### src/hdl/gbts_pkg.sv
// Shared types, field widths and codes for the gap buffer text store.
package gbts_pkg;

    localparam int DEPTH_DEF = 4096;
    localparam int MAX_RUN   = 64;

    localparam int KIND_W = 2;
    localparam int POS_W  = 13;
    localparam int CHAR_W = 16;
    localparam int CNT_W  = 7;
    localparam int ST_W   = 2;

    typedef logic [KIND_W-1:0] t_kind;
    typedef logic [ST_W-1:0]   t_status;

    localparam t_kind KIND_INSERT = 2'd0;
    localparam t_kind KIND_DELETE = 2'd1;
    localparam t_kind KIND_READ   = 2'd2;

    localparam t_status ST_OK        = 2'd0;
    localparam t_status ST_BAD_POS   = 2'd1;
    localparam t_status ST_BAD_RANGE = 2'd2;
    localparam t_status ST_FULL      = 2'd3;

    // A checked command handed from the front end to the sequencer.
    // For a read, cnt already holds the clipped number of characters.
    typedef struct packed {
        t_kind              kind;
        t_status            status;
        logic [POS_W-1:0]   position;
        logic [POS_W-1:0]   end_position;
        logic [CHAR_W-1:0]  fill_char;
        logic [CNT_W-1:0]   cnt;
    } t_cmd;

    // One result word as produced by the sequencer.
    typedef struct packed {
        t_status            status;
        logic               has_char;
        logic [CHAR_W-1:0]  char_value;
        logic [POS_W-1:0]   text_len;
        logic               last;
    } t_res;

endpackage

### src/hdl/gbts_seq.sv
// Sequencer: gap moves, fills, deletes and reads against the text RAM.
module gbts_seq #(
    parameter int DEPTH = gbts_pkg::DEPTH_DEF
) (
    input  logic                                i_clk,
    input  logic                                i_rst_n,
    input  logic                                i_start,
    input  gbts_pkg::t_cmd                      i_cmd,
    output logic                                o_idle,
    input  logic                                i_out_free,
    output logic                                o_push,
    output gbts_pkg::t_res                      o_res,
    output logic [$clog2(DEPTH+1)-1:0]          o_len,
    output logic [$clog2(DEPTH+1)-1:0]          o_gap_start,
    output logic [$clog2(DEPTH+1)-1:0]          o_gap_end,
    output logic                                o_ram_we,
    output logic [$clog2(DEPTH)-1:0]            o_ram_waddr,
    output logic [gbts_pkg::CHAR_W-1:0]         o_ram_wdata,
    output logic                                o_ram_re,
    output logic [$clog2(DEPTH)-1:0]            o_ram_raddr,
    input  logic [gbts_pkg::CHAR_W-1:0]         i_ram_rdata
);

    localparam int AW = $clog2(DEPTH);
    localparam int LW = $clog2(DEPTH+1);

    typedef enum logic [2:0] {
        S_IDLE,
        S_MOVE,
        S_FILL,
        S_DEL,
        S_RD_ISSUE,
        S_RD_WAIT,
        S_RESP
    } t_state;

    t_state                        r_state;
    t_state                        r_next;
    logic [LW-1:0]                 r_gs;
    logic [LW-1:0]                 r_ge;
    logic [LW-1:0]                 r_len;
    logic [LW-1:0]                 r_tgt;
    logic [LW-1:0]                 r_del_n;
    logic [LW-1:0]                 r_rd_pos;
    logic [gbts_pkg::CNT_W-1:0]    r_left;
    logic [gbts_pkg::CHAR_W-1:0]   r_ch;
    gbts_pkg::t_status             r_status;
    logic                          r_wr_pend;
    logic [AW-1:0]                 r_wr_addr;

    logic [LW-1:0] w_gs_m1;
    logic [LW-1:0] w_ge_m1;
    logic [LW-1:0] w_rd_phys;
    logic          w_mv_left;
    logic          w_mv_right;
    logic          w_last_one;

    assign w_gs_m1    = r_gs - LW'(1);
    assign w_ge_m1    = r_ge - LW'(1);
    assign w_mv_left  = (r_state == S_MOVE) && (r_gs > r_tgt);
    assign w_mv_right = (r_state == S_MOVE) && (r_gs < r_tgt);
    assign w_rd_phys  = (r_rd_pos < r_gs) ? r_rd_pos : r_rd_pos + (r_ge - r_gs);
    assign w_last_one = (r_left == gbts_pkg::CNT_W'(1));

    // A left move carries the character below the gap to its top end; a right
    // move carries the character above the gap to its bottom end. The write
    // comes in the cycle after its read and never touches a later read address.
    always_comb begin
        o_ram_re    = 1'b0;
        o_ram_raddr = r_ge[AW-1:0];
        if (w_mv_left) begin
            o_ram_re    = 1'b1;
            o_ram_raddr = w_gs_m1[AW-1:0];
        end else if (w_mv_right) begin
            o_ram_re    = 1'b1;
            o_ram_raddr = r_ge[AW-1:0];
        end else if ((r_state == S_RD_ISSUE) && i_out_free) begin
            o_ram_re    = 1'b1;
            o_ram_raddr = w_rd_phys[AW-1:0];
        end
    end

    assign o_ram_we    = r_wr_pend || (r_state == S_FILL);
    assign o_ram_waddr = r_wr_pend ? r_wr_addr : r_gs[AW-1:0];
    assign o_ram_wdata = r_wr_pend ? i_ram_rdata : r_ch;

    always_comb begin
        o_push           = 1'b0;
        o_res.status     = r_status;
        o_res.has_char   = 1'b0;
        o_res.char_value = '0;
        o_res.text_len   = gbts_pkg::POS_W'(r_len);
        o_res.last       = 1'b1;
        case (r_state)
            S_RESP: begin
                o_push = i_out_free;
            end
            S_RD_WAIT: begin
                o_push           = 1'b1;
                o_res.status     = gbts_pkg::ST_OK;
                o_res.has_char   = 1'b1;
                o_res.char_value = i_ram_rdata;
                o_res.last       = w_last_one;
            end
            default: begin
                o_push = 1'b0;
            end
        endcase
    end

    always_ff @(posedge i_clk) begin
        if (!i_rst_n) begin
            r_state   <= S_IDLE;
            r_gs      <= '0;
            r_ge      <= LW'(DEPTH);
            r_len     <= '0;
            r_wr_pend <= 1'b0;
        end else begin
            r_wr_pend <= 1'b0;
            case (r_state)
                S_IDLE: begin
                    if (i_start) begin
                        r_status <= i_cmd.status;
                        r_ch     <= i_cmd.fill_char;
                        r_left   <= i_cmd.cnt;
                        r_tgt    <= LW'(i_cmd.position);
                        r_rd_pos <= LW'(i_cmd.position);
                        r_del_n  <= LW'(i_cmd.end_position) - LW'(i_cmd.position);
                        r_state  <= S_RESP;
                        if (i_cmd.status == gbts_pkg::ST_OK) begin
                            case (i_cmd.kind)
                                gbts_pkg::KIND_INSERT: begin
                                    if (i_cmd.cnt != '0) begin
                                        r_next  <= S_FILL;
                                        r_state <= S_MOVE;
                                    end
                                end
                                gbts_pkg::KIND_DELETE: begin
                                    r_next  <= S_DEL;
                                    r_state <= S_MOVE;
                                end
                                gbts_pkg::KIND_READ: begin
                                    if (i_cmd.cnt != '0) begin
                                        r_state <= S_RD_ISSUE;
                                    end
                                end
                                default: begin
                                    r_state <= S_RESP;
                                end
                            endcase
                        end
                    end
                end
                S_MOVE: begin
                    if (w_mv_left) begin
                        r_wr_pend <= 1'b1;
                        r_wr_addr <= w_ge_m1[AW-1:0];
                        r_gs      <= w_gs_m1;
                        r_ge      <= w_ge_m1;
                    end else if (w_mv_right) begin
                        r_wr_pend <= 1'b1;
                        r_wr_addr <= r_gs[AW-1:0];
                        r_gs      <= r_gs + LW'(1);
                        r_ge      <= r_ge + LW'(1);
                    end else begin
                        r_state <= r_next;
                    end
                end
                S_FILL: begin
                    r_gs   <= r_gs + LW'(1);
                    r_len  <= r_len + LW'(1);
                    r_left <= r_left - gbts_pkg::CNT_W'(1);
                    if (w_last_one) begin
                        r_state <= S_RESP;
                    end
                end
                S_DEL: begin
                    r_ge    <= r_ge + r_del_n;
                    r_len   <= r_len - r_del_n;
                    r_state <= S_RESP;
                end
                S_RD_ISSUE: begin
                    if (i_out_free) begin
                        r_state <= S_RD_WAIT;
                    end
                end
                S_RD_WAIT: begin
                    r_rd_pos <= r_rd_pos + LW'(1);
                    r_left   <= r_left - gbts_pkg::CNT_W'(1);
                    r_state  <= w_last_one ? S_IDLE : S_RD_ISSUE;
                end
                S_RESP: begin
                    if (i_out_free) begin
                        r_state <= S_IDLE;
                    end
                end
                default: begin
                    r_state <= S_IDLE;
                end
            endcase
        end
    end

    assign o_idle      = (r_state == S_IDLE);
    assign o_len       = r_len;
    assign o_gap_start = r_gs;
    assign o_gap_end   = r_ge;

endmodule

### config.mk
export PLATFORM = sky130hd
export DESIGN_NAME = gbts_seq
export DESIGN_NICKNAME = d
export VERILOG_FILES = /design/src/hdl/gbts_pkg.sv /design/src/hdl/gbts_seq.sv
export SDC_FILE = /design/constraint.sdc
export NUM_CORES = 1
export LEC_CHECK = 0
export BUFFER_PORTS_ARGS = -buffer_cell sky130_fd_sc_hd__buf_4
export CAP_MARGIN = 20
export CORE_MARGIN = 2
export CORE_UTILIZATION = 50
export DETAILED_ROUTE_END_ITERATION = 16
export MAX_ROUTING_LAYER = met4
export PLACE_DENSITY = 0.73
export REMOVE_ABC_BUFFERS = 1
export SYNTH_ARGS = -nofsm -noshare
export SYNTH_HDL_FRONTEND = slang
export SYNTH_SLANG_ARGS = --single-unit
### constraint.sdc
create_clock -name i_clk -period 7.7 [get_ports i_clk]
set_input_delay 1.54 -clock i_clk [delete_from_list [all_inputs] [get_ports i_clk]]
set_output_delay 1.54 -clock i_clk [all_outputs]
set_load 0.01 [all_outputs]
Yosys cells after proc, flatten, opt, wreduce, memory -nomap -nowiden. Index checks and enable logic that the tools add are counted.

Bits of input ports: 73. Flip-flop bits (word level): 122.

Reduce and logical (&&, ||, !) cells: 25. $add $sub $neg: 12. Eq/ne operators: 17. Magnitude comparators: 3. Multiplexer cells: 41.

Operator list (count): 13-bit one-hot mux with 2 select lines (4); 12-bit two-way mux (7); 13-bit two-way mux (5); 13-bit by 1-bit adder with 13-bit output (second input constant) (4); 3-bit two-way mux (10); 13-bit less-than comparator (2); 13-bit by 1-bit subtractor with 13-bit output (second input constant) (2); 13-bit subtractor (2); 3-bit one-hot mux with 7 select lines (1); 19-bit two-way mux (1); 16-bit two-way mux (1); 2-bit != test (second input constant) (7); 7-bit one-hot mux with 2 select lines (1); 2-bit nonzero test (7); 13-bit adder (1); 13-bit greater-than comparator (1); 12-bit adder (1); 3-bit AND reduction (4); 6-bit AND reduction (2); 12-bit subtractor (1); 3-bit == test (second input constant) (3); 3-bit one-hot mux with 3 select lines (1); 7-bit by 1-bit == test with 1-bit output (second input constant) (1); 7-bit two-way mux (1); other kinds (17) (28).

Depth between registers and ports, before layout. Gate-level depths: netlist (run 1).

Word-level depth: 6. Depth in mapped cells: 15. Mapped depth without buffers: 13.

Worst setup path before layout (run 1). OpenSTA, ideal clock, no wires.

Path type: register to output. Start point: register r_ge[2] (netlist: o_gap_end[2]). End point: output o_ram_raddr[11]. Setup slack: 3.128 ns. Arrival time: 3.032 ns. Cell stages (with the launch flop): 13. Cells stage by stage: dfxtp_1 -> clkbuf_1 -> inv_1 -> fa_1 -> inv_1 -> ha_1 -> o21ai_0 -> o21ai_0 -> a31oi_1 -> o21ai_0 -> xor2_1 -> or4_1 -> nand3_1.

Cells in the longest elaborated chain, start to end: 6.

Ends and longest elaborated chain: start: declaration (line gbts_seq.sv:40) `logic [LW-1:0] r_ge;`; start signal: assignment (line gbts_seq.sv:115) `r_ge <= LW'(DEPTH);`; start signal: assignment (line gbts_seq.sv:159) `r_ge <= w_ge_m1;`; start signal: assignment (line gbts_seq.sv:164) `r_ge <= r_ge + LW'(1);`; 12-bit subtractor (line gbts_seq.sv:62) `assign w_rd_phys = (r_rd_pos < r_gs) ? r_rd_pos : r_rd_pos + (r_ge - r_gs);`; 12-bit adder (line gbts_seq.sv:62); 12-bit two-way mux (line gbts_seq.sv:62); 12-bit two-way mux (line gbts_seq.sv:77) `end else if ((r_state == S_RD_ISSUE) && i_out_free) begin`; 12-bit two-way mux (line gbts_seq.sv:74) `end else if (w_mv_right) begin`; 12-bit two-way mux (line gbts_seq.sv:71) `if (w_mv_left) begin`; end: declaration (line gbts_seq.sv:20) `output logic [$clog2(DEPTH)-1:0] o_ram_raddr,`.

Every way passes these cells.

Final worst setup path (run 1).
Start point: register r_ge[1] (netlist: o_gap_end[1]). End point: output o_ram_raddr[11].

The elaborated chain is that of the path after synthesis.

==> flow_results.xml, run 1 <==
<?xml version="1.0" encoding="UTF-8"?>
<metrics>
  <group name="finish">
    <metric name="final_nets" unit="">1456</metric>
    <metric name="combined_flip_flop_and_latch_cell_area" unit="µm²">3173</metric>
    <metric name="synthToLayoutAreaGrowth" unit="%">21.93</metric>
    <metric name="multiInputGateArea" unit="µm²">5882</metric>
    <metric name="design_area" unit="µm²">11840</metric>
    <metric name="final_core_util" unit="%">62.68</metric>
    <metric name="diodes" unit="">0</metric>
    <metric name="layout_filler_cell_count" unit="">1685</metric>
    <metric name="stdcell_count" unit="">1561</metric>
    <metric name="final_layout_size_suffix_gt1_share" unit="%">20.29</metric>
  </group>
  <group name="worst_setup_path">
    <metric name="setup.worst_path.end_class" unit="">primary output</metric>
    <metric name="critPathMaxStageDelay" unit="ns">0.53</metric>
    <metric name="crit_type" unit="">register to primary output</metric>
    <metric name="path_cells" unit="">inv_1, fa_1, inv_1, ha_1, a211oi_1, o21ai_0, a31oi_1, o21ai_0, xor2_1, or4_1, nand3_1, buf_4</metric>
    <metric name="signal_arrival_time_at_the_worst_endpoint" unit="ns">3.84</metric>
    <metric name="worst_ep_required_time" unit="ns">6.16</metric>
    <metric name="worstPathMaxFanout" unit="">8</metric>
    <metric name="setup.worst_path.start_class" unit="">register</metric>
    <metric name="crit_path_top_delay_cell" unit="">sky130_fd_sc_hd__fa_1</metric>
  </group>
  <group name="grt">
    <metric name="grt_use_total" unit="%">30.22</metric>
    <metric name="grt.overflow.total" unit="">0</metric>
    <metric name="met1_usage" unit="%">39.79</metric>
    <metric name="grt_util_met2" unit="%">46.34</metric>
    <metric name="grt_first_pass_wirelength" unit="µm">46400</metric>
    <metric name="number_of_global_route_vias_before_repair" unit="">8683</metric>
    <metric name="grt_start_max_net_pins" unit="">47</metric>
    <metric name="busiest_layer" unit="">met2</metric>
    <metric name="grt_util_met3" unit="%">7.131</metric>
    <metric name="antenna_found_initial" unit="">0</metric>
  </group>
  <group name="detailed_routing">
    <metric name="route.detailed.vias_per_inst" unit="">5.805</metric>
    <metric name="dr_pass1_iterations" unit="">5</metric>
    <metric name="remaining_antenna_violation_count_after_routing" unit="">0</metric>
    <metric name="drt_first_iter_violations" unit="">826</metric>
    <metric name="drt-total-wl" unit="µm">29580</metric>
    <metric name="drcViolationCount" unit="">0</metric>
    <metric name="route.vias.total" unit="">9062</metric>
    <metric name="post_drt_wl_per_cell" unit="µm">18.95</metric>
  </group>
  <group name="placement">
    <metric name="gp_congestion" unit="">0.9796</metric>
    <metric name="hpwlAfterDp" unit="µm">22460</metric>
    <metric name="placement.io_buffers" unit="">188</metric>
    <metric name="post-place-cells" unit="">1528</metric>
    <metric name="detailed_place.area" unit="µm²">11250</metric>
  </group>
  <group name="clock_tree">
    <metric name="cts_buffers" unit="">17</metric>
    <metric name="ctsHoldBuffers" unit="">0</metric>
    <metric name="cts_resized" unit="">0</metric>
    <metric name="clk_latency" unit="ns">0.43</metric>
    <metric name="cts_tree" unit="">done</metric>
    <metric name="clkSlewWorstSetupHoldPaths" unit="ns">0.06</metric>
    <metric name="root_buffer" unit="">sky130_fd_sc_hd__clkbuf_16</metric>
    <metric name="clock_path_buffers" unit="">2</metric>
    <metric name="post_cts_buffers" unit="">0</metric>
    <metric name="htree_num_levels" unit="">4</metric>
    <metric name="cts_num_sinks" unit="">120</metric>
  </group>
  <group name="sta">
    <metric name="timing.setup.tns" unit="ns">0</metric>
    <metric name="clock-skew-final" unit="ns">0.01234</metric>
    <metric name="setup_viol" unit="">0</metric>
    <metric name="crit_path_time_final" unit="ns">5.384</metric>
    <metric name="slew_headroom" unit="%">37.10</metric>
    <metric name="final_clock_period_utilization_by_the_worst_path" unit="%">69.92</metric>
    <metric name="grt_setup_unrepaired" unit="">no</metric>
    <metric name="maxSlewViolCount" unit="">0</metric>
    <metric name="max_freq" unit="MHz">185.7</metric>
    <metric name="worst_slew_pin_tran" unit="ns">0.9401</metric>
    <metric name="timing.final.hold_violations" unit="">0</metric>
  </group>
  <group name="hold_path">
    <metric name="hold_class" unit="">register to register</metric>
  </group>
  <group name="yosys">
    <metric name="netlist_area_pre_place" unit="µm²">9712</metric>
    <metric name="synth_top_flop_cell" unit="">sky130_fd_sc_hd__edfxtp_1</metric>
    <metric name="synth_edf_count" unit="">77</metric>
    <metric name="synth_seq_cells" unit="">120</metric>
    <metric name="synth.yosys.warnings" unit="">0</metric>
    <metric name="netlist-cell-type-count" unit="">70</metric>
    <metric name="synthArstFlopShare" unit="%">0</metric>
    <metric name="synth.yosys.seq_area_share" unit="%">32.67</metric>
    <metric name="synthesis.instances" unit="">1131</metric>
    <metric name="avgSynthCellArea" unit="µm²">8.587</metric>
  </group>
  <group name="floorplan">
    <metric name="die-area" unit="µm²">20560</metric>
    <metric name="die_w" unit="µm">143.4</metric>
    <metric name="die_height" unit="µm">143.4</metric>
    <metric name="initial_cell_density_of_the_core" unit="%">51.40</metric>
    <metric name="core.rowCount" unit="">50</metric>
    <metric name="design.portCount" unit="">189</metric>
    <metric name="placeableCoreArea" unit="µm²">18890</metric>
  </group>
  <group name="power_and_ir_drop">
    <metric name="p_comb_share" unit="%">49.4</metric>
    <metric name="sw_frac_of_total" unit="%">41.54</metric>
    <metric name="pwr_density_cell" unit="nW/µm²">292.1</metric>
    <metric name="leakage" unit="µW">0.005176</metric>
    <metric name="clkPwrFrac" unit="%">23.0</metric>
    <metric name="worst_ir_drop_on_vdd" unit="mV">0.1922</metric>
    <metric name="switching_power" unit="µW">1437</metric>
    <metric name="intPower" unit="µW">2022</metric>
    <metric name="p_seq_share" unit="%">27.6</metric>
  </group>
  <group name="flow_run">
    <metric name="maxCapViolations" unit="">0</metric>
  </group>
  <group name="status">
    <metric name="run_status" unit="">complete, no violations</metric>
  </group>
</metrics>
-- layout make-up --
class	count	area share, %
clock inverters	14	1.279
repair buffers	198	12.58
flip-flops and latches	120	26.80
clock buffers	17	3.593
multi-input cells	847	49.67
well taps	260	2.747
inverters	105	3.328
-- final timing paths --
kind | start | end | cells after the start | slack (ns)
min | o_len[4] | o_len[4] | 2 | 0.49
max reg2reg | r_state[1] | o_len[12] | 13 | 3.00
min reg2reg | o_len[4] | o_len[4] | 2 | 0.49
max | o_gap_end[1] | o_ram_raddr[11] | 12 | 2.32
-- critical path, delay by kind of cell (launching register included) --
| kind | cells | cell delay, ns |
|---|---|---|
| AND/OR/NAND/NOR | 2 | 0.50 |
| buffers and inverters | 3 | 0.39 |
| XOR/XNOR | 1 | 0.20 |
| flip-flops | 1 | 0.46 |
| AO/OA/AOI/OAI | 4 | 1.05 |
| adder cells (fa/ha/maj) | 2 | 0.82 |
-- metrics by stage --
step                total power [µW]  setup slack (ns)  hold slack (ns)
floorplan                       2043             2.406           0.5095
global placement                2621             2.866           0.4783
detailed placement              2634             2.814           0.4815
CTS                             3443             2.347           0.4913
global route                    3690             2.073           0.5202
finish                          3459             2.316           0.4921
-- metal layers --
metal,wire length (µm),share of wire (%),up-vias
li1,-,-,4343
met2,13430,45,416
met1,12910,44,4251
met5,0,0,-
met4,719,2.4,0
met3,2517,8.5,52
-- cell families after synthesis --
| family | after synthesis | share of synthesized area [%] |
|---|---|---|
| compound gates | 280 | 18.00 |
| xor+xnor | 73 | 6.583 |
| fa+ha+maj | 94 | 13.19 |
| buf+inv | 164 | 6.931 |
| flops | 120 | 32.67 |
| mux | 36 | 3.942 |
| simple gates | 364 | 18.68 |
-- power groups by stage --
stage	clock (µW)	combinational (µW)	sequential, µW
finish	796	1710	956
detailed placement	0	1670	963
global placement	0	1660	960
floorplan	0	1100	944
CTS	803	1690	951
global route	831	1890	970
-- cells in the final DEF, fill, tap and decap left out, types with 6 or more instances in the layout --
master | synthesis | final
sky130_fd_sc_hd__a211oi_1 | 9 | 9
sky130_fd_sc_hd__a21o_1 | 17 | 17
sky130_fd_sc_hd__a21oi_1 | 73 | 73
sky130_fd_sc_hd__a22o_1 | 6 | 6
sky130_fd_sc_hd__a31oi_1 | 7 | 6
sky130_fd_sc_hd__and2_1 | 21 | 21
sky130_fd_sc_hd__and3_1 | 16 | 15
sky130_fd_sc_hd__buf_4 | 13 | 197
sky130_fd_sc_hd__clkbuf_16 | 0 | 17
sky130_fd_sc_hd__dfxtp_1 | 43 | 43
sky130_fd_sc_hd__edfxtp_1 | 77 | 77
sky130_fd_sc_hd__fa_1 | 14 | 14
sky130_fd_sc_hd__ha_1 | 80 | 80
sky130_fd_sc_hd__inv_1 | 102 | 102
sky130_fd_sc_hd__mux2_2 | 18 | 18
sky130_fd_sc_hd__mux2i_1 | 18 | 18
sky130_fd_sc_hd__nand2_1 | 97 | 97
sky130_fd_sc_hd__nand2b_1 | 13 | 13
sky130_fd_sc_hd__nand3_1 | 41 | 41
sky130_fd_sc_hd__nand4_1 | 11 | 11
sky130_fd_sc_hd__nor2_1 | 74 | 74
sky130_fd_sc_hd__nor2b_1 | 11 | 11
sky130_fd_sc_hd__nor3_1 | 29 | 29
sky130_fd_sc_hd__nor4_1 | 10 | 10
sky130_fd_sc_hd__o211ai_1 | 16 | 16
sky130_fd_sc_hd__o21a_1 | 11 | 11
sky130_fd_sc_hd__o21ai_0 | 87 | 87
sky130_fd_sc_hd__o31ai_1 | 6 | 6
sky130_fd_sc_hd__or3_1 | 17 | 17
sky130_fd_sc_hd__xnor2_1 | 59 | 59
sky130_fd_sc_hd__xor2_1 | 14 | 14
-- sequential cells by signal, indices dropped and copies added (netlist names), 12 cells and up --
name         count
r_rd_pos        13
r_wr_addr       12
o_gap_end       13
r_tgt           13
r_del_n         13
o_gap_start     13
r_ch            16
o_len           13
-- Yosys cell counts (5+ instances only) --
cell                       instances  area, µm²
sky130_fd_sc_hd__buf_1             7      26.28
sky130_fd_sc_hd__and2_1           21      131.4
sky130_fd_sc_hd__mux2i_1          18      180.2
sky130_fd_sc_hd__nand2_1          97      364.1
sky130_fd_sc_hd__and3_1           16      100.1
sky130_fd_sc_hd__a211oi_1          9      67.56
sky130_fd_sc_hd__or3_1            17      106.4
sky130_fd_sc_hd__a21oi_1          73      365.4
sky130_fd_sc_hd__xnor2_1          59      516.8
sky130_fd_sc_hd__a211o_1           5      43.79
sky130_fd_sc_hd__fa_1             14      280.3
sky130_fd_sc_hd__a31oi_1           7      43.79
sky130_fd_sc_hd__nor2b_1          11      68.82
sky130_fd_sc_hd__nor4_1           10      62.56
sky130_fd_sc_hd__o211ai_1         16      120.1
sky130_fd_sc_hd__clkbuf_1         37      138.9
sky130_fd_sc_hd__xor2_1           14      122.6
sky130_fd_sc_hd__ha_1             80       1001
sky130_fd_sc_hd__mux2_2           18      202.7
sky130_fd_sc_hd__buf_4            13      97.59
sky130_fd_sc_hd__o21ai_0          87      435.4
sky130_fd_sc_hd__nand4_1          11      68.82
sky130_fd_sc_hd__a22o_1            6      52.55
sky130_fd_sc_hd__or4_1             5      37.54
sky130_fd_sc_hd__nor2_1           74      277.8
sky130_fd_sc_hd__inv_1           102      382.9
sky130_fd_sc_hd__edfxtp_1         77       2312
sky130_fd_sc_hd__nor3_1           29      145.1
sky130_fd_sc_hd__o31ai_1           6      45.04
sky130_fd_sc_hd__a21o_1           17      127.6
sky130_fd_sc_hd__nand2b_1         13      81.33
sky130_fd_sc_hd__dfxtp_1          43      860.8
sky130_fd_sc_hd__nand3_1          41      205.2
sky130_fd_sc_hd__o21a_1           11      82.58
Power figures use the tool's default switching activity.
==> run 2: changes to the inputs <==
--- a/config.mk
+++ b/config.mk
@@ -5,13 +5,14 @@
 export SDC_FILE = /design/constraint.sdc
 export NUM_CORES = 1
 export LEC_CHECK = 0
+export ABC_AREA = 1
 export BUFFER_PORTS_ARGS = -buffer_cell sky130_fd_sc_hd__buf_4
 export CAP_MARGIN = 20
 export CORE_MARGIN = 2
 export CORE_UTILIZATION = 50
 export DETAILED_ROUTE_END_ITERATION = 16
 export MAX_ROUTING_LAYER = met4
-export PLACE_DENSITY = 0.73
+export PLACE_DENSITY = 0.76
 export REMOVE_ABC_BUFFERS = 1
 export SYNTH_ARGS = -nofsm -noshare
 export SYNTH_HDL_FRONTEND = slang
==> constraint.sdc (replaced) <==
create_clock -name i_clk -period 4.8 [get_ports i_clk]
set_input_delay 0.96 -clock i_clk [delete_from_list [all_inputs] [get_ports i_clk]]
set_output_delay 0.96 -clock i_clk [all_outputs]
set_load 0.01 [all_outputs]
==> run 2 against run 1 <==
Die area increased by 5.8%. Worst setup slack lost 1.7 ns. Critical path depth rose by 2. Synthesized area up 6.0%. Routed wire length up 9.5%. Largest power group unchanged.
==> flow_results.xml, run 2 <==
<?xml version="1.0" encoding="UTF-8"?>
<metrics>
  <group name="grt">
    <metric name="busiest_layer" unit="">met2</metric>
    <metric name="grt_first_pass_wirelength" unit="µm">50260</metric>
    <metric name="met1_usage" unit="%">39.75</metric>
    <metric name="antenna_found_initial" unit="">0</metric>
    <metric name="number_of_global_route_vias_before_repair" unit="">9596</metric>
    <metric name="grt_util_met3" unit="%">4.599</metric>
    <metric name="grt_start_max_net_pins" unit="">45</metric>
    <metric name="grt_use_total" unit="%">30.48</metric>
    <metric name="grt.overflow.total" unit="">0</metric>
    <metric name="grt_util_met2" unit="%">49.11</metric>
  </group>
  <group name="yosys">
    <metric name="synthesis.instances" unit="">1470</metric>
    <metric name="synth_seq_cells" unit="">120</metric>
    <metric name="synthArstFlopShare" unit="%">0</metric>
    <metric name="synth_top_flop_cell" unit="">sky130_fd_sc_hd__edfxtp_1</metric>
    <metric name="synth.top_cell.area_share" unit="%">22.46</metric>
    <metric name="synth.yosys.seq_area_share" unit="%">30.83</metric>
    <metric name="netlist-cell-type-count" unit="">41</metric>
    <metric name="synth.most_common_cell" unit="">sky130_fd_sc_hd__nand2_1</metric>
    <metric name="synth.yosys.warnings" unit="">0</metric>
    <metric name="synth_commonest_cells" unit="">378 x sky130_fd_sc_hd__nand2_1, 220 x sky130_fd_sc_hd__inv_1, 138 x sky130_fd_sc_hd__nor2_1</metric>
    <metric name="netlist_area_pre_place" unit="µm²">10290</metric>
    <metric name="synth_area_leader_cell" unit="">sky130_fd_sc_hd__edfxtp_1</metric>
    <metric name="synth_edf_count" unit="">77</metric>
    <metric name="synth_area_leaders" unit="">sky130_fd_sc_hd__edfxtp_1 22%, sky130_fd_sc_hd__nand2_1 14%, sky130_fd_sc_hd__ha_1 9.7%, sky130_fd_sc_hd__dfxtp_1 8.4%, sky130_fd_sc_hd__inv_1 8.0%</metric>
    <metric name="avgSynthCellArea" unit="µm²">7.002</metric>
  </group>
  <group name="sta">
    <metric name="hold_ws" unit="ns">0.4936</metric>
    <metric name="grt_setup_unrepaired" unit="">no</metric>
    <metric name="slew_headroom" unit="%">35.82</metric>
    <metric name="max_freq" unit="MHz">238.0</metric>
    <metric name="crit_path_time_final" unit="ns">4.201</metric>
    <metric name="setup_viol" unit="">0</metric>
    <metric name="final_clock_period_utilization_by_the_worst_path" unit="%">87.52</metric>
    <metric name="worst_slew_pin_tran" unit="ns">0.9617</metric>
    <metric name="clock-skew-final" unit="ns">0.01100</metric>
    <metric name="timing.final.hold_violations" unit="">0</metric>
    <metric name="maxSlewViolCount" unit="">0</metric>
  </group>
  <group name="power_and_ir_drop">
    <metric name="p_comb_share" unit="%">62.1</metric>
    <metric name="sw_frac_of_total" unit="%">49.53</metric>
    <metric name="pwr_density_cell" unit="nW/µm²">650.2</metric>
    <metric name="p_seq_share" unit="%">22.4</metric>
    <metric name="switching_power" unit="µW">4000</metric>
    <metric name="intPower" unit="µW">4075</metric>
    <metric name="leakage" unit="µW">0.006336</metric>
    <metric name="worst_ir_drop_on_vdd" unit="mV">0.2951</metric>
    <metric name="clkPwrFrac" unit="%">15.5</metric>
    <metric name="power" unit="µW">8075</metric>
  </group>
  <group name="placement">
    <metric name="detailed_place.area" unit="µm²">11830</metric>
    <metric name="post-place-cells" unit="">1885</metric>
    <metric name="gp_congestion" unit="">1.012</metric>
    <metric name="hpwlAfterDp" unit="µm">25550</metric>
    <metric name="placement.io_buffers" unit="">188</metric>
  </group>
  <group name="finish">
    <metric name="final_core_util" unit="%">61.38</metric>
    <metric name="design_area" unit="µm²">12420</metric>
    <metric name="layout.cells.most_common" unit="">sky130_fd_sc_hd__nand2_1</metric>
    <metric name="register_name_with_the_most_flops" unit="">r_ch</metric>
    <metric name="diodes" unit="">0</metric>
    <metric name="stdcell_count" unit="">1920</metric>
    <metric name="mostFrequentLayoutCells" unit="">378 x sky130_fd_sc_hd__nand2_1, 220 x sky130_fd_sc_hd__inv_1, 200 x sky130_fd_sc_hd__buf_4</metric>
    <metric name="largest_reg_flops" unit="">16</metric>
    <metric name="synthToLayoutAreaGrowth" unit="%">20.65</metric>
    <metric name="layout_filler_cell_count" unit="">1858</metric>
    <metric name="final_layout_size_suffix_gt1_share" unit="%">15.82</metric>
    <metric name="final_nets" unit="">1804</metric>
  </group>
  <group name="worst_setup_path">
    <metric name="worst_ep_required_time" unit="ns">3.84</metric>
    <metric name="setup.worst_path.start_class" unit="">register</metric>
    <metric name="worstPathMaxFanout" unit="">11</metric>
    <metric name="setup.worst_path.end_class" unit="">primary output</metric>
    <metric name="timing.critical_path.max_delay_family" unit="">adder cells</metric>
    <metric name="crit_path_top_delay_cell" unit="">sky130_fd_sc_hd__dfxtp_1</metric>
    <metric name="path_cells" unit="">inv_1, fa_1, inv_1, ha_1, inv_1, nor3_1, o21ai_0, nand3_1, nand2_1, nand3_1, nand3_1, nand2_1, nand2_1, buf_4</metric>
    <metric name="crit_type" unit="">register to primary output</metric>
    <metric name="signal_arrival_time_at_the_worst_endpoint" unit="ns">3.24</metric>
    <metric name="path_buf_inv" unit="">4</metric>
    <metric name="crit_path_start" unit="">o_gap_end[8]</metric>
    <metric name="r2r_path_start" unit="">r_state[0]</metric>
    <metric name="critPathMaxStageDelay" unit="ns">0.56</metric>
  </group>
  <group name="detailed_routing">
    <metric name="drt-total-wl" unit="µm">32400</metric>
    <metric name="remaining_antenna_violation_count_after_routing" unit="">0</metric>
    <metric name="drt_first_iter_violations" unit="">948</metric>
    <metric name="drcViolationCount" unit="">0</metric>
    <metric name="route.detailed.vias_per_inst" unit="">5.388</metric>
    <metric name="route.vias.total" unit="">10344</metric>
    <metric name="post_drt_wl_per_cell" unit="µm">16.87</metric>
    <metric name="dr_pass1_iterations" unit="">6</metric>
  </group>
  <group name="floorplan">
    <metric name="core.rowCount" unit="">52</metric>
    <metric name="die_height" unit="µm">147.5</metric>
    <metric name="die-area" unit="µm²">21750</metric>
    <metric name="design.portCount" unit="">189</metric>
    <metric name="initial_cell_density_of_the_core" unit="%">50.87</metric>
    <metric name="die_w" unit="µm">147.5</metric>
    <metric name="placeableCoreArea" unit="µm²">20230</metric>
  </group>
  <group name="hold_path">
    <metric name="holdCritStartpoint" unit="">r_state[1]</metric>
    <metric name="hold_class" unit="">register to register</metric>
  </group>
  <group name="clock_tree">
    <metric name="cts_tree" unit="">done</metric>
    <metric name="ctsHoldBuffers" unit="">0</metric>
    <metric name="cts_buffers" unit="">17</metric>
    <metric name="cts_num_sinks" unit="">120</metric>
    <metric name="cts_resized" unit="">0</metric>
    <metric name="clk_latency" unit="ns">0.43</metric>
    <metric name="root_buffer" unit="">sky130_fd_sc_hd__clkbuf_16</metric>
    <metric name="clkSlewWorstSetupHoldPaths" unit="ns">0.06</metric>
    <metric name="clock_path_buffers" unit="">2</metric>
    <metric name="htree_num_levels" unit="">4</metric>
    <metric name="post_cts_buffers" unit="">0</metric>
  </group>
  <group name="status">
    <metric name="run_status" unit="">complete, no violations</metric>
  </group>
  <group name="flow_run">
    <metric name="maxCapViolations" unit="">0</metric>
  </group>
</metrics>
[run 2: changes by cell type after synthesis, sizes merged, moves of 46 or more]
cell	delta
inv	+123
nand3	+60
xnor2	-46
nor2	+69
nand2	+286
xor2	+48
[run 2: power by group through the flow]
| stage | registers (µW) | clock network, µW | logic [µW] |
|---|---|---|---|
| 2_1_floorplan | 1790 | 0 | 3230 |
| 3_3_place_gp | 1810 | 0 | 4900 |
| 3_5_place_dp | 1820 | 0 | 4940 |
| 4_1_cts | 1800 | 1260 | 4970 |
| 5_1_grt | 1840 | 1300 | 5600 |
| 6_report | 1810 | 1250 | 5010 |
[run 2: path summary, 6_finish.rpt]
kind                          end  slack (ns)  cells past startpoint
hold reg to reg        r_state[1]        0.49                      2
setup reg to reg         o_len[8]        1.47                     14
setup / recovery  o_ram_raddr[10]        0.60                     14
hold / removal         r_state[1]        0.49                      2
[run 2: layer usage]
layer  vias to the layer above  wire [µm]
met1                      4706      13680
met4                         0        861
li1                       5079          -
met5                         -          0
met2                       497      15090
met3                        62       2756
[run 2: logic make-up (layout without fill, tap and decap cells)]
logic type               after synthesis  count (layout)  share of synthesized area, %
buffers and inverters                281             461                         11.17
AO/OA/AOI/OAI                        215             215                         11.35
flip-flops                           120             120                         30.83
AND/OR/NAND/NOR                      685             685                         27.82
adder cells (fa/ha/maj)               94              94                         12.45
XOR/XNOR                              75              75                         6.381
[run 2: layout make-up]
cell class                 count  area [µm²]  area share, %
tap                          270       337.8          2.720
sequential                   120        3173          25.55
clock inverter                11       100.1         0.8060
timing repair buffer         201        1506          12.13
inverter                     228       855.8          6.891
multi-input combinational   1069        5976          48.12
clock buffer                  21       470.5          3.788
[run 2: worst register-to-register path, stage by stage, from the launching register on]
cell and delay [ns]:
sky130_fd_sc_hd__dfxtp_1 0.38, sky130_fd_sc_hd__inv_1 0.09, sky130_fd_sc_hd__nor3_2 0.15, sky130_fd_sc_hd__buf_4 0.26, sky130_fd_sc_hd__inv_2 0.26, sky130_fd_sc_hd__or2_2 0.36, sky130_fd_sc_hd__ha_1 0.24, sky130_fd_sc_hd__fa_1 0.44
sky130_fd_sc_hd__o21ai_0 0.34, sky130_fd_sc_hd__a21oi_1 0.15, sky130_fd_sc_hd__o21ai_0 0.23, sky130_fd_sc_hd__or2_2 0.15, sky130_fd_sc_hd__nand3_1 0.05, sky130_fd_sc_hd__nand2_1 0.10, sky130_fd_sc_hd__inv_1 0.04
[run 2: metrics by stage]
step | setup TNS (ns) | setup WS (ns)
floorplan | -12.28 | -0.7086
global placement | 0 | 1.051
detailed placement | 0 | 1.058
CTS | 0 | 0.6053
global route | 0 | 0.3159
finish | 0 | 0.5991
==> run 3: changes to the inputs <==
--- a/config.mk
+++ b/config.mk
@@ -11,8 +11,7 @@
 export CORE_MARGIN = 2
 export CORE_UTILIZATION = 50
 export DETAILED_ROUTE_END_ITERATION = 16
-export MAX_ROUTING_LAYER = met4
-export PLACE_DENSITY = 0.76
+export PLACE_DENSITY = 0.73
 export REMOVE_ABC_BUFFERS = 1
 export SYNTH_ARGS = -nofsm -noshare
 export SYNTH_HDL_FRONTEND = slang
==> constraint.sdc (replaced) <==
create_clock -name i_clk -period 3.9 [get_ports i_clk]
set_input_delay 0.78 -clock i_clk [delete_from_list [all_inputs] [get_ports i_clk]]
set_output_delay 0.78 -clock i_clk [all_outputs]
set_load 0.01 [all_outputs]
==> run 3 against run 2 <==
Combinational power grew 28%. Via count grew 2.2%. Non-clock buffer count grew 26. Critical path depth is the same. Largest power group unchanged. Clock skew shrank 0.00059 ns. Final cell count grew 1.4%. Worst setup slack lost 0.42 ns. Sequential power grew 18%. Worst hold slack gained 0.0063 ns. Register-to-register slack lost 0.63 ns. Utilization grew 1.0 points. Count of clock-buffer cells in the layout shrank 3.
==> flow_results.xml, run 3 (synthesis gave the netlist of run 2 again) <==
<?xml version="1.0" encoding="UTF-8"?>
<metrics>
  <group name="status">
    <metric name="run_status" unit="">complete, no violations</metric>
  </group>
  <group name="floorplan">
    <metric name="placeableCoreArea" unit="µm²">20230</metric>
    <metric name="design.portCount" unit="">189</metric>
    <metric name="die_height" unit="µm">147.5</metric>
    <metric name="die_w" unit="µm">147.5</metric>
    <metric name="core.rowCount" unit="">52</metric>
    <metric name="initial_cell_density_of_the_core" unit="%">50.87</metric>
    <metric name="die-area" unit="µm²">21750</metric>
  </group>
  <group name="finish">
    <metric name="combined_flip_flop_and_latch_cell_area" unit="µm²">3183</metric>
    <metric name="register_name_with_the_most_flops" unit="">r_ch</metric>
    <metric name="diodes" unit="">0</metric>
    <metric name="final_layout_size_suffix_gt1_share" unit="%">18.02</metric>
    <metric name="layout_filler_cell_count" unit="">1852</metric>
    <metric name="mostFrequentLayoutCells" unit="">377 x sky130_fd_sc_hd__nand2_1, 227 x sky130_fd_sc_hd__buf_4, 218 x sky130_fd_sc_hd__inv_1</metric>
    <metric name="final_core_util" unit="%">62.39</metric>
    <metric name="synthToLayoutAreaGrowth" unit="%">22.64</metric>
    <metric name="layout.cells.most_common" unit="">sky130_fd_sc_hd__nand2_1</metric>
    <metric name="largest_reg_flops" unit="">16</metric>
    <metric name="multiInputGateArea" unit="µm²">5997</metric>
    <metric name="stdcell_count" unit="">1946</metric>
    <metric name="final_nets" unit="">1830</metric>
  </group>
  <group name="grt">
    <metric name="grt.overflow.total" unit="">0</metric>
    <metric name="grt_use_total" unit="%">29.86</metric>
    <metric name="antenna_found_initial" unit="">0</metric>
    <metric name="grt_first_pass_wirelength" unit="µm">50980</metric>
    <metric name="grt_start_max_net_pins" unit="">45</metric>
    <metric name="number_of_global_route_vias_before_repair" unit="">9824</metric>
  </group>
  <group name="clock_tree">
    <metric name="htree_num_levels" unit="">4</metric>
    <metric name="clkSlewWorstSetupHoldPaths" unit="ns">0.06</metric>
    <metric name="root_buffer" unit="">sky130_fd_sc_hd__clkbuf_16</metric>
    <metric name="cts_num_sinks" unit="">120</metric>
    <metric name="clk_latency" unit="ns">0.43</metric>
    <metric name="clock_path_buffers" unit="">2</metric>
    <metric name="cts_tree" unit="">done</metric>
    <metric name="ctsHoldBuffers" unit="">0</metric>
    <metric name="cts_buffers" unit="">17</metric>
  </group>
  <group name="sta">
    <metric name="maxSlewViolCount" unit="">0</metric>
    <metric name="final_clock_period_utilization_by_the_worst_path" unit="%">95.43</metric>
    <metric name="timing.setup.tns" unit="ns">0</metric>
    <metric name="clock-skew-final" unit="ns">0.01041</metric>
    <metric name="timing.final.hold_violations" unit="">0</metric>
    <metric name="final_critical_path_setup_slack" unit="ns">0.1784</metric>
    <metric name="worst_slew_pin_tran" unit="ns">0.9866</metric>
    <metric name="crit_path_time_final" unit="ns">3.722</metric>
    <metric name="slew_headroom" unit="%">34.16</metric>
    <metric name="max_freq" unit="MHz">268.7</metric>
    <metric name="setup_viol" unit="">0</metric>
    <metric name="grt_setup_unrepaired" unit="">no</metric>
  </group>
  <group name="worst_setup_path">
    <metric name="setup.worst_path.start_class" unit="">register</metric>
    <metric name="path_cells" unit="">inv_1, fa_1, inv_1, ha_1, nand2_1, nand3_2, nand3_1, nand2_1, nor2_1, o21ai_0, nand3_1, nand2_1, nand2_1, buf_4</metric>
    <metric name="critical-path-top-cell-by-count" unit="">sky130_fd_sc_hd__nand2_1</metric>
    <metric name="setup.worst_path.end_class" unit="">primary output</metric>
    <metric name="signal_arrival_time_at_the_worst_endpoint" unit="ns">2.94</metric>
    <metric name="r2r_slack" unit="ns">0.84</metric>
    <metric name="critPathMaxStageDelay" unit="ns">0.50</metric>
    <metric name="crit_path_top_delay_cell" unit="">sky130_fd_sc_hd__fa_1</metric>
    <metric name="worstPathMaxFanout" unit="">5</metric>
    <metric name="worst_ep_required_time" unit="ns">3.12</metric>
    <metric name="crit_type" unit="">register to primary output</metric>
  </group>
  <group name="detailed_routing">
    <metric name="post_drt_wl_per_cell" unit="µm">16.79</metric>
    <metric name="route.vias.total" unit="">10575</metric>
    <metric name="drcViolationCount" unit="">0</metric>
    <metric name="dr_pass1_iterations" unit="">7</metric>
    <metric name="drt_first_iter_violations" unit="">984</metric>
    <metric name="remaining_antenna_violation_count_after_routing" unit="">0</metric>
    <metric name="route.detailed.vias_per_inst" unit="">5.434</metric>
    <metric name="drt-total-wl" unit="µm">32680</metric>
  </group>
  <group name="placement">
    <metric name="pre_cts_ws" unit="ns">0.5178</metric>
    <metric name="hpwlAfterDp" unit="µm">25510</metric>
    <metric name="gp_congestion" unit="">0.9765</metric>
    <metric name="post-place-cells" unit="">1903</metric>
    <metric name="placement.io_buffers" unit="">188</metric>
  </group>
  <group name="power_and_ir_drop">
    <metric name="worst_ir_drop_on_vdd" unit="mV">0.3998</metric>
    <metric name="leakage" unit="µW">0.006450</metric>
    <metric name="pwr_density_cell" unit="nW/µm²">795.6</metric>
  </group>
  <group name="flow_run">
    <metric name="maxCapViolations" unit="">0</metric>
  </group>
  <group name="hold_path">
    <metric name="hold_class" unit="">register to register</metric>
  </group>
</metrics>
run 3: cell types whose count changed in the layout (fill, tap and decap cells not counted), moves of 2 or more:
cell,delta
sky130_fd_sc_hd__clkinv_2,-2
sky130_fd_sc_hd__ha_1,-2
sky130_fd_sc_hd__clkbuf_8,-3
sky130_fd_sc_hd__buf_4,+27
sky130_fd_sc_hd__ha_2,+2
sky130_fd_sc_hd__inv_1,-2
sky130_fd_sc_hd__inv_2,+2
sky130_fd_sc_hd__clkinvlp_4,+2
sky130_fd_sc_hd__clkinv_4,-2
sky130_fd_sc_hd__dfxtp_2,+5
sky130_fd_sc_hd__dfxtp_1,-6
sky130_fd_sc_hd__inv_6,+6
run 3: where the power goes:
part | switching (µW) | leakage, µW | internal, µW
clock | 669 | 0.000249 | 828
combinational | 3960 | 0.00513 | 2460
sequential | 369 | 0.00107 | 1760
total | 5000 | 0.00645 | 5040
run 3: repair_timing:
item,in CTS,in global routing
gates resized for setup,0,16
setup buffers,0,10
endpoints found under the setup margin,0,12
run 3: critical path, delay by kind of cell (launching register included):
kind / cells / cell delay (ns)
AO/OA/AOI/OAI: 1 / 0.22
adder cells (fa/ha/maj): 2 / 0.86
buffers and inverters: 3 / 0.34
flip-flops: 1 / 0.45
AND/OR/NAND/NOR: 8 / 0.65
run 3: layer usage:
metal,track usage [%],up-vias,routed length (µm)
li1,-,5137,-
met3,5.679,84,3036
met4,11.59,0,1139
met5,0,-,0
met1,39.36,4808,13590
met2,48.79,546,14910
run 3: metrics by stage:
stage | hold slack (ns) | power (µW) | cell area, µm²
global placement | 0.4879 | 8289 | 11960
floorplan | 0.4705 | 6184 | 10000
detailed placement | 0.4944 | 8380 | 11960
finish | 0.4999 | 10040 | 12620
global route | 0.5121 | 10910 | 12620
CTS | 0.5015 | 9900 | 12510
run 3: final timing paths:
kind / start / end / cells after the start
max reg2reg: r_state[0] / o_len[8] / 14
min reg2reg: r_state[1] / r_state[1] / 2
min: r_state[1] / r_state[1] / 2
max: r_rd_pos[3] / o_ram_raddr[8] / 14
run 3: area by class of cell:
cell class / instances / area share [%]
repair buffers: 227 / 13.50
multi-input cells: 1069 / 47.50
flip-flops and latches: 120 / 25.21
clock buffers: 18 / 3.399
well taps: 270 / 2.676
inverters: 228 / 6.779
clock inverters: 14 / 0.9316
